===== config.mk =====
export PLATFORM = sky130hd
export DESIGN_NAME = pcm_be_to_float32_converter
export DESIGN_NICKNAME = d
export VERILOG_FILES = /design/src/design/pbf_pkg.sv /design/src/design/pbf_front.sv /design/src/design/pbf_queue.sv /design/src/design/pbf_back.sv /design/src/design/pcm_be_to_float32_converter.sv
export VERILOG_INCLUDE_DIRS = /design/src /design/src/design
export SDC_FILE = /design/constraint.sdc
export NUM_CORES = 1
export LEC_CHECK = 0
export BUFFER_PORTS_ARGS = -buffer_cell sky130_fd_sc_hd__buf_4
export CAP_MARGIN = 0
export CORE_ASPECT_RATIO = 0.6
export CORE_UTILIZATION = 47
export CTS_CLUSTER_SIZE = 24
export DETAILED_ROUTE_END_ITERATION = 8
export PLACE_DENSITY = 0.75
export SLEW_MARGIN = 20
export SYNTH_ARGS = -nofsm -noshare
export SYNTH_HDL_FRONTEND = slang
export SYNTH_SLANG_ARGS = --single-unit

===== constraint.sdc =====
create_clock -name i_clk -period 8.7 [get_ports i_clk]
set_input_delay 1.305 -clock i_clk [delete_from_list [all_inputs] [get_ports i_clk]]
set_output_delay 1.305 -clock i_clk [all_outputs]
set_load 0.05 [all_outputs]

===== src/design/pcm_be_to_float32_converter_defines.svh =====
// Assertion macros shared by the converter modules.
`ifndef PCM_BE_TO_FLOAT32_CONVERTER_DEFINES_SVH
`define PCM_BE_TO_FLOAT32_CONVERTER_DEFINES_SVH
`ifndef SYNTHESIS
`define PBF_ASSERT_IMPLY(label, clk, rst_n, ante, cons) \
    label: assert property (@(posedge clk) disable iff (!rst_n) (ante) |-> (cons)) \
        else $error("assertion failed");
`define PBF_ASSERT_NEXT(label, clk, rst_n, ante, cons) \
    label: assert property (@(posedge clk) disable iff (!rst_n) (ante) |=> (cons)) \
        else $error("assertion failed");
`else
`define PBF_ASSERT_IMPLY(label, clk, rst_n, ante, cons)
`define PBF_ASSERT_NEXT(label, clk, rst_n, ante, cons)
`endif
`endif


===== src/design/pbf_pkg.sv =====
// Package with shared types and the float conversion function.
`timescale 1ns / 1ps
package pbf_pkg;
    localparam int QueueDepth = 2;

    typedef struct packed {
        logic [31:0] word;
        logic        last;
    } t_sample;

    // Exact single-precision bits of word * 2^-31; the low 8 bits are zero.
    function automatic logic [31:0] scaled_bits(input logic [31:0] word);
        logic [31:0] mag;
        logic [4:0]  top;
        logic [31:0] norm;
        logic [7:0]  expo;
        mag = word[31] ? (32'd0 - word) : word;
        top = 5'd0;
        for (int i = 0; i < 32; i++) begin
            if (mag[i]) top = 5'(i);
        end
        norm = mag << (5'd31 - top);
        expo = 8'(top) + 8'd96;
        if (mag == 32'd0) begin
            return 32'd0;
        end
        return {word[31], expo, norm[30:8]};
    endfunction
endpackage


===== src/design/pbf_front.sv =====
// Byte assembly: collects big-endian bytes into left-justified sample words.
`timescale 1ns / 1ps
module pbf_front (
    input  logic             i_clk,
    input  logic             i_rst_n,
    input  logic             i_depth_select,
    input  logic             i_cfg_write,
    input  logic             i_take,
    input  logic [7:0]       i_data_byte,
    input  logic             i_frame_start,
    input  logic             i_frame_end,
    output logic             o_push,
    output pbf_pkg::t_sample o_sample
);
    logic [1:0]  r_phase, n_phase;
    logic [15:0] r_partial, n_partial;
    logic [1:0]  w_phase;
    logic [1:0]  w_need;

    always_comb begin
        w_need   = i_depth_select ? 2'd3 : 2'd2;
        w_phase  = i_frame_start ? 2'd0 : r_phase;
        n_phase  = r_phase;
        n_partial = r_partial;
        o_push   = 1'b0;
        o_sample.last = i_frame_end;
        if (i_depth_select) begin
            o_sample.word = {r_partial, i_data_byte, 8'd0};
        end else begin
            o_sample.word = {r_partial[7:0], i_data_byte, 16'd0};
        end
        if (i_cfg_write) begin
            n_phase = 2'd0;
            n_partial = 16'd0;
        end else if (i_take) begin
            if ({1'b0, w_phase} + 3'd1 < {1'b0, w_need}) begin
                n_partial = {r_partial[7:0], i_data_byte};
                n_phase = w_phase + 2'd1;
            end else begin
                o_push = 1'b1;
                n_phase = 2'd0;
                n_partial = 16'd0;
            end
        end
    end

    always_ff @(posedge i_clk) begin
        if (!i_rst_n) begin
            r_phase <= 2'd0;
            r_partial <= 16'd0;
        end else begin
            r_phase <= n_phase;
            r_partial <= n_partial;
        end
    end
endmodule


===== src/design/pbf_queue.sv =====
// Two-entry queue between the assembly and conversion parts.
`timescale 1ns / 1ps
`include "pcm_be_to_float32_converter_defines.svh"
module pbf_queue (
    input  logic             i_clk,
    input  logic             i_rst_n,
    input  logic             i_push,
    input  pbf_pkg::t_sample i_data,
    output logic             o_full,
    output logic             o_valid,
    input  logic             i_pop,
    output pbf_pkg::t_sample o_data
);
    pbf_pkg::t_sample r_mem [pbf_pkg::QueueDepth];
    logic r_wr, r_rd;
    logic [1:0] r_count;

    assign o_full  = (r_count == 2'(pbf_pkg::QueueDepth));
    assign o_valid = (r_count != 2'd0);
    assign o_data  = r_mem[r_rd];

    always_ff @(posedge i_clk) begin
        if (i_push) r_mem[r_wr] <= i_data;
    end

    always_ff @(posedge i_clk) begin
        if (!i_rst_n) begin
            r_wr <= 1'b0;
            r_rd <= 1'b0;
            r_count <= 2'd0;
        end else begin
            if (i_push) r_wr <= ~r_wr;
            if (i_pop) r_rd <= ~r_rd;
            r_count <= r_count + 2'(i_push) - 2'(i_pop);
        end
    end

    `PBF_ASSERT_IMPLY(a_no_overflow, i_clk, i_rst_n, o_full, !i_push || i_pop)
    `PBF_ASSERT_IMPLY(a_no_underflow, i_clk, i_rst_n, i_pop, o_valid)
    `PBF_ASSERT_NEXT(a_count_hold, i_clk, i_rst_n, !i_push && !i_pop, $stable(r_count))
endmodule


===== src/design/pbf_back.sv =====
// Conversion stage: turns a sample word into float bits in an output register.
`timescale 1ns / 1ps
`include "pcm_be_to_float32_converter_defines.svh"
module pbf_back (
    input  logic             i_clk,
    input  logic             i_rst_n,
    input  logic             i_valid,
    input  pbf_pkg::t_sample i_sample,
    output logic             o_pop,
    output logic             o_valid,
    input  logic             i_ready,
    output logic [31:0]      o_float_bits,
    output logic             o_last_in_frame
);
    logic        r_valid;
    logic [31:0] r_bits;
    logic        r_last;

    assign o_pop = i_valid && (!r_valid || i_ready);
    assign o_valid = r_valid;
    assign o_float_bits = r_bits;
    assign o_last_in_frame = r_last;

    always_ff @(posedge i_clk) begin
        if (o_pop) begin
            r_bits <= pbf_pkg::scaled_bits(i_sample.word);
            r_last <= i_sample.last;
        end
    end

    always_ff @(posedge i_clk) begin
        if (!i_rst_n) begin
            r_valid <= 1'b0;
        end else if (o_pop) begin
            r_valid <= 1'b1;
        end else if (i_ready) begin
            r_valid <= 1'b0;
        end
    end

    `PBF_ASSERT_NEXT(a_hold, i_clk, i_rst_n, r_valid && !i_ready, r_valid && $stable(r_bits))
    `PBF_ASSERT_NEXT(a_load, i_clk, i_rst_n, o_pop, r_valid)
endmodule


===== src/design/pcm_be_to_float32_converter.sv =====
// Top level of the big-endian PCM byte to float32 converter.
//
//  channel | direction | handshake             | payload
//  input   | in        | i_valid / o_ready     | i_data_byte, i_frame_start, i_frame_end
//  config  | in        | i_cfg_valid/o_cfg_ready | i_cfg_depth_select
//  output  | out       | o_valid / i_ready     | o_float_bits, o_last_in_frame
//
// One byte is accepted per cycle while the queue is not full; a completed sample
// is written into the queue first and then into the output register.
// Throughput is set by the two-entry queue: bytes stall only when it is full.
// Reset is synchronous and clears depth, byte phase and all valid flags.
`timescale 1ns / 1ps
module pcm_be_to_float32_converter (
    input  logic        i_clk,
    input  logic        i_rst_n,
    input  logic        i_valid,
    output logic        o_ready,
    input  logic [7:0]  i_data_byte,
    input  logic        i_frame_start,
    input  logic        i_frame_end,
    input  logic        i_cfg_valid,
    output logic        o_cfg_ready,
    input  logic        i_cfg_depth_select,
    output logic        o_valid,
    input  logic        i_ready,
    output logic [31:0] o_float_bits,
    output logic        o_last_in_frame
);
    logic r_depth;
    logic w_cfg_write, w_take, w_push, w_full, w_qvalid, w_pop;
    pbf_pkg::t_sample w_sample, w_qdata;

    assign o_cfg_ready = 1'b1;
    assign w_cfg_write = i_cfg_valid;
    assign o_ready = !w_full;
    assign w_take = i_valid && o_ready;

    always_ff @(posedge i_clk) begin
        if (!i_rst_n) begin
            r_depth <= 1'b0;
        end else if (w_cfg_write) begin
            r_depth <= i_cfg_depth_select;
        end
    end

    pbf_front u_front (
        .i_clk(i_clk), .i_rst_n(i_rst_n), .i_depth_select(r_depth),
        .i_cfg_write(w_cfg_write), .i_take(w_take), .i_data_byte(i_data_byte),
        .i_frame_start(i_frame_start), .i_frame_end(i_frame_end),
        .o_push(w_push), .o_sample(w_sample)
    );

    pbf_queue u_queue (
        .i_clk(i_clk), .i_rst_n(i_rst_n), .i_push(w_push), .i_data(w_sample),
        .o_full(w_full), .o_valid(w_qvalid), .i_pop(w_pop), .o_data(w_qdata)
    );

    pbf_back u_back (
        .i_clk(i_clk), .i_rst_n(i_rst_n), .i_valid(w_qvalid), .i_sample(w_qdata),
        .o_pop(w_pop), .o_valid(o_valid), .i_ready(i_ready),
        .o_float_bits(o_float_bits), .o_last_in_frame(o_last_in_frame)
    );
endmodule

==> results by group <==
Outcome
  • Status: finished clean

Global routing
  • Global-route met3 utilization: 4.11%
  • Layer carrying the most global-route usage: met1
  • Remaining global-route overflow: 0
  • Via count of the first global-routing pass: 4753
  • Antenna violations before repair: 1
  • Grt met2 use: 33.7%
  • Pin count of the biggest net entering global routing: 48
  • Overall Global Routing Usage: 23.1%
  • Met1 track demand over resource in global routing: 35.2%
  • Global-route wire length before repair: 26000 um

Min path
  • Type of the most critical hold path: reg2reg
  • Critical hold path startpoint: u_front.r_phase[0]
  • Hold Path End: u_front.r_phase[0]
  • Hold Crit Depth: 2

Setup path
  • Endpoint of the worst-slack reg-to-reg timing path: u_back.o_float_bits[22]
  • Largest incremental delay on the critical path: 700 ps
  • Crit path capture type: flip-flop
  • Depth of the worst register-to-register path: 14
  • Signal arrival time at the worst endpoint: 5990 ps
  • Critical path data required time: 8780 ps
  • Largest fanout of any net on the critical path: 20
  • Most used cell along the critical path: sky130_fd_sc_hd__mux2i_1
  • Register-to-register path setup slack: 2790 ps
  • WS Path Type: reg2reg
  • CP top delay family: compound AO/OA/AOI/OAI gates
  • Max stage delay cell, worst path: sky130_fd_sc_hd__nor3_2
  • Cell chain of the critical path: mux2i_1 -> ha_1 -> nor4b_2 -> o22ai_1 -> nor3_2 -> a21oi_1 -> a311o_1 -> nor4_2 -> a32oi_2 -> inv_2 -> mux2i_1 -> mux2i_1 -> a221oi_1 -> a21oi_1
  • Buffers plus inverters on the worst setup path: 1
  • Startpoint class of the critical path: flip-flop

Clock network
  • Hold buffers post-CTS: 0
  • Root Buffer Master: sky130_fd_sc_hd__clkbuf_16
  • H-Tree Level Count: 3
  • Maximum buffer depth of the clock tree: 2
  • Post-CTS setup buffer count: 0
  • Total CTS buffers: 9
  • Resized Gates After CTS: 0
  • Clock tree from TritonCTS: done
  • Clock-pin slew reported for the worst setup and hold paths after clock tree synthesis: 80 ps
  • Total clock sinks: 106
  • Clock Latency Late Sink: 350 ps

Floorplan
  • Area of the die: 14700 sq um
  • Vertical die dimension: 94.3 um
  • Std-Cell Core Area: 13700 sq um
  • Number of standard-cell rows in the floorplan: 33
  • Floorplan die width: 156 um
  • Initial cell density of the core: 48.5%
  • Total I/O pin count: 52

Drt
  • Total via count in the routed design: 5264
  • Mean number of vias per cell: 6.27
  • Per-cell routed wire length: 19.5 um
  • Count of antenna-violating nets left after detailed routing: 0
  • Number of design-rule violations left by the first detailed-router iteration: 497
  • Number of search-and-repair iterations in the first detailed-routing pass: 5
  • Count of unresolved DRC violations after routing: 0
  • Total wire length: 16400 um

Finish
  • Diode count: 0
  • Final core occ: 54.2%
  • Most frequent standard cell in the layout excluding fill and tap cells: sky130_fd_sc_hd__edfxtp_1
  • Count of nets after finishing: 664
  • Commonest cells after routing, fill and taps aside: sky130_fd_sc_hd__edfxtp_1 (81), sky130_fd_sc_hd__mux2i_1 (65), sky130_fd_sc_hd__buf_4 (56)
  • Proportion of layout cells with a drive suffix above 1: 19.9%
  • Area Overhead vs Synth: 11.7%

Yosys
  • Leading cell types by total area after synthesis: sky130_fd_sc_hd__edfxtp_1 (36%), sky130_fd_sc_hd__mux2i_1 (9.9%), sky130_fd_sc_hd__dfxtp_1 (7.5%)
  • Distinct cell type count of the synthesized netlist: 78
  • Cell type with the largest total area after synthesis: sky130_fd_sc_hd__edfxtp_1
  • Number of instances in the synthesized netlist: 612
  • Number of flops mapped to enable cells by yosys: 81
  • Most instantiated flip-flop cell in the synthesis netlist: sky130_fd_sc_hd__edfxtp_1
  • Avg Cell Area, Syn: 10.9 sq um
  • Yosys Warn Count: 0
  • Register bit total from synthesis: 106
  • Async set or reset register ratio after synthesis: 0%
  • Mapped Area: 6670 sq um
  • Share of the synthesized area in the top cell type: 36.5%
  • Sequential-to-total area share from yosys stat: 44.0%

STA
  • Maximum operating frequency: 169 MHz
  • Clock tree skew after final layout: 12.1 ps
  • Final Hold Vio Count: 0
  • Worst Max-Slew Pin Slew: 1020 ps
  • Fin Setup TNS: 0 ps
  • Time the final worst path needs with I/O delays and setup: 5910 ps
  • Relative slew margins: 32.1%
  • Setup violators final: 0
  • Final-layout worst hold slack: 494 ps
  • Final worst-path cycle share: 67.9%
  • Max-slew violation count: 0
  • Unrepaired setup endpoints after global routing: no

Placement
  • Port Buffers: 49
  • Final estimated routing congestion in global placement: 0.953
  • DP Wirelength: 12300 um

Run
  • Max-cap check violation count: 0

Pwr
  • Cell Pwr Density: 332 nW/um^2
  • Worst IR Drop VDD: 0.153 mV
  • Leakage component of the power: 2.68 nW
## worst register-to-register path, cell delays in order, from the launching register on
cell,delay [ps]
sky130_fd_sc_hd__dfxtp_2,580
sky130_fd_sc_hd__mux2i_1,530
sky130_fd_sc_hd__ha_1,340
sky130_fd_sc_hd__nor4b_2,330
sky130_fd_sc_hd__o22ai_1,280
sky130_fd_sc_hd__nor3_2,700
sky130_fd_sc_hd__a21oi_1,250
sky130_fd_sc_hd__a311o_1,500
sky130_fd_sc_hd__nor4_2,310
sky130_fd_sc_hd__a32oi_2,410
sky130_fd_sc_hd__inv_2,400
sky130_fd_sc_hd__mux2i_1,370
sky130_fd_sc_hd__mux2i_1,180
sky130_fd_sc_hd__a221oi_1,360
sky130_fd_sc_hd__a21oi_1,110
## synthesized netlist by cell type, types with 6 or more instances
master                     count
sky130_fd_sc_hd__nor3b_1       9
sky130_fd_sc_hd__a211oi_1      9
sky130_fd_sc_hd__o21ai_0      12
sky130_fd_sc_hd__a21oi_1      21
sky130_fd_sc_hd__mux2_2       28
sky130_fd_sc_hd__or3b_1        6
sky130_fd_sc_hd__nor2b_1       8
sky130_fd_sc_hd__mux2i_1      66
sky130_fd_sc_hd__nor2_1       45
sky130_fd_sc_hd__buf_2         8
sky130_fd_sc_hd__nor3_1       17
sky130_fd_sc_hd__edfxtp_1     81
sky130_fd_sc_hd__nand3_1       6
sky130_fd_sc_hd__o22ai_1      13
sky130_fd_sc_hd__a31oi_1       8
sky130_fd_sc_hd__nand2_1      30
sky130_fd_sc_hd__o21a_1        6
sky130_fd_sc_hd__and3_1        6
sky130_fd_sc_hd__xnor2_1      16
sky130_fd_sc_hd__dfxtp_1      25
sky130_fd_sc_hd__clkbuf_1     13
sky130_fd_sc_hd__a22oi_1      19
sky130_fd_sc_hd__xor2_1        9
sky130_fd_sc_hd__inv_1         7
sky130_fd_sc_hd__buf_4         8
sky130_fd_sc_hd__and2_1       17
## where the power goes
part,internal [W],switching (W),total (W)
registers,0.000681,0.0000402,0.000721
clock network,0.000232,0.000189,0.000421
logic,0.000468,0.000865,0.00133
## cells by family after synthesis
kind of cell | synth area share [%]
compound gates | 16.8
xor+xnor | 3.77
fa+ha+maj | 0.938
buf+inv | 3.92
flops | 44.0
mux | 15.6
other cells | 0.113
simple gates | 14.9
## worst max-delay path by stage
stage / cells past startpoint / startpoint / end
floorplan: 19 / flip-flop / u_back.o_float_bits[20]
CTS: 14 / flip-flop / u_back.o_float_bits[22]
finish: 14 / flip-flop / u_back.o_float_bits[22]
global placement: 14 / flip-flop / u_back.o_float_bits[19]
detailed placement: 14 / flip-flop / u_back.o_float_bits[22]
global route: 14 / flip-flop / u_back.o_float_bits[22]
## layer usage
metal  wire length [um]  up-vias
met1               7890     2545
met5                  0        -
met3               1480       16
li1                   -     2433
met4                152        0
met2               6880      270
## final cells by class
class	instances	area, sq um
Timing Repair Buffer	56	420
Clock inverter	4	35.0
Clock buffer	12	278
Multi-Input combinational cell	462	3520
Tap cell	192	240
Sequential cell	106	2930
Inverter	8	30.0
Fill cell	1163	6300
## through the flow
step / worst slack, ps / std cells / total power, W / area [sq um]
4_1_cts: 2570 / 840 / 0.00246 / 7450
2_1_floorplan: 3820 / 613 / 0.00175 / 6670
3_3_place_gp: 2840 / 824 / 0.00201 / 7130
3_5_place_dp: 2640 / 824 / 0.00204 / 7130
5_1_grt: 2490 / 840 / 0.00260 / 7450
6_report: 2790 / 840 / 0.00247 / 7450
## flip-flops by register name, summed over array words and instances, names as in the netlist, named ones only
| name | flops |
|---|---|
| u_front.r_phase | 2 |
| u_queue.r_rd | 1 |
| u_queue.r_wr | 1 |
| u_back.o_valid | 1 |
| u_front.r_partial | 16 |
| u_back.o_float_bits | 30 |
| u_queue.r_count | 2 |
| r_depth | 1 |
| u_back.o_last_in_frame | 1 |
| u_queue.r_mem | 50 |
(Power assumes the default switching activity.)
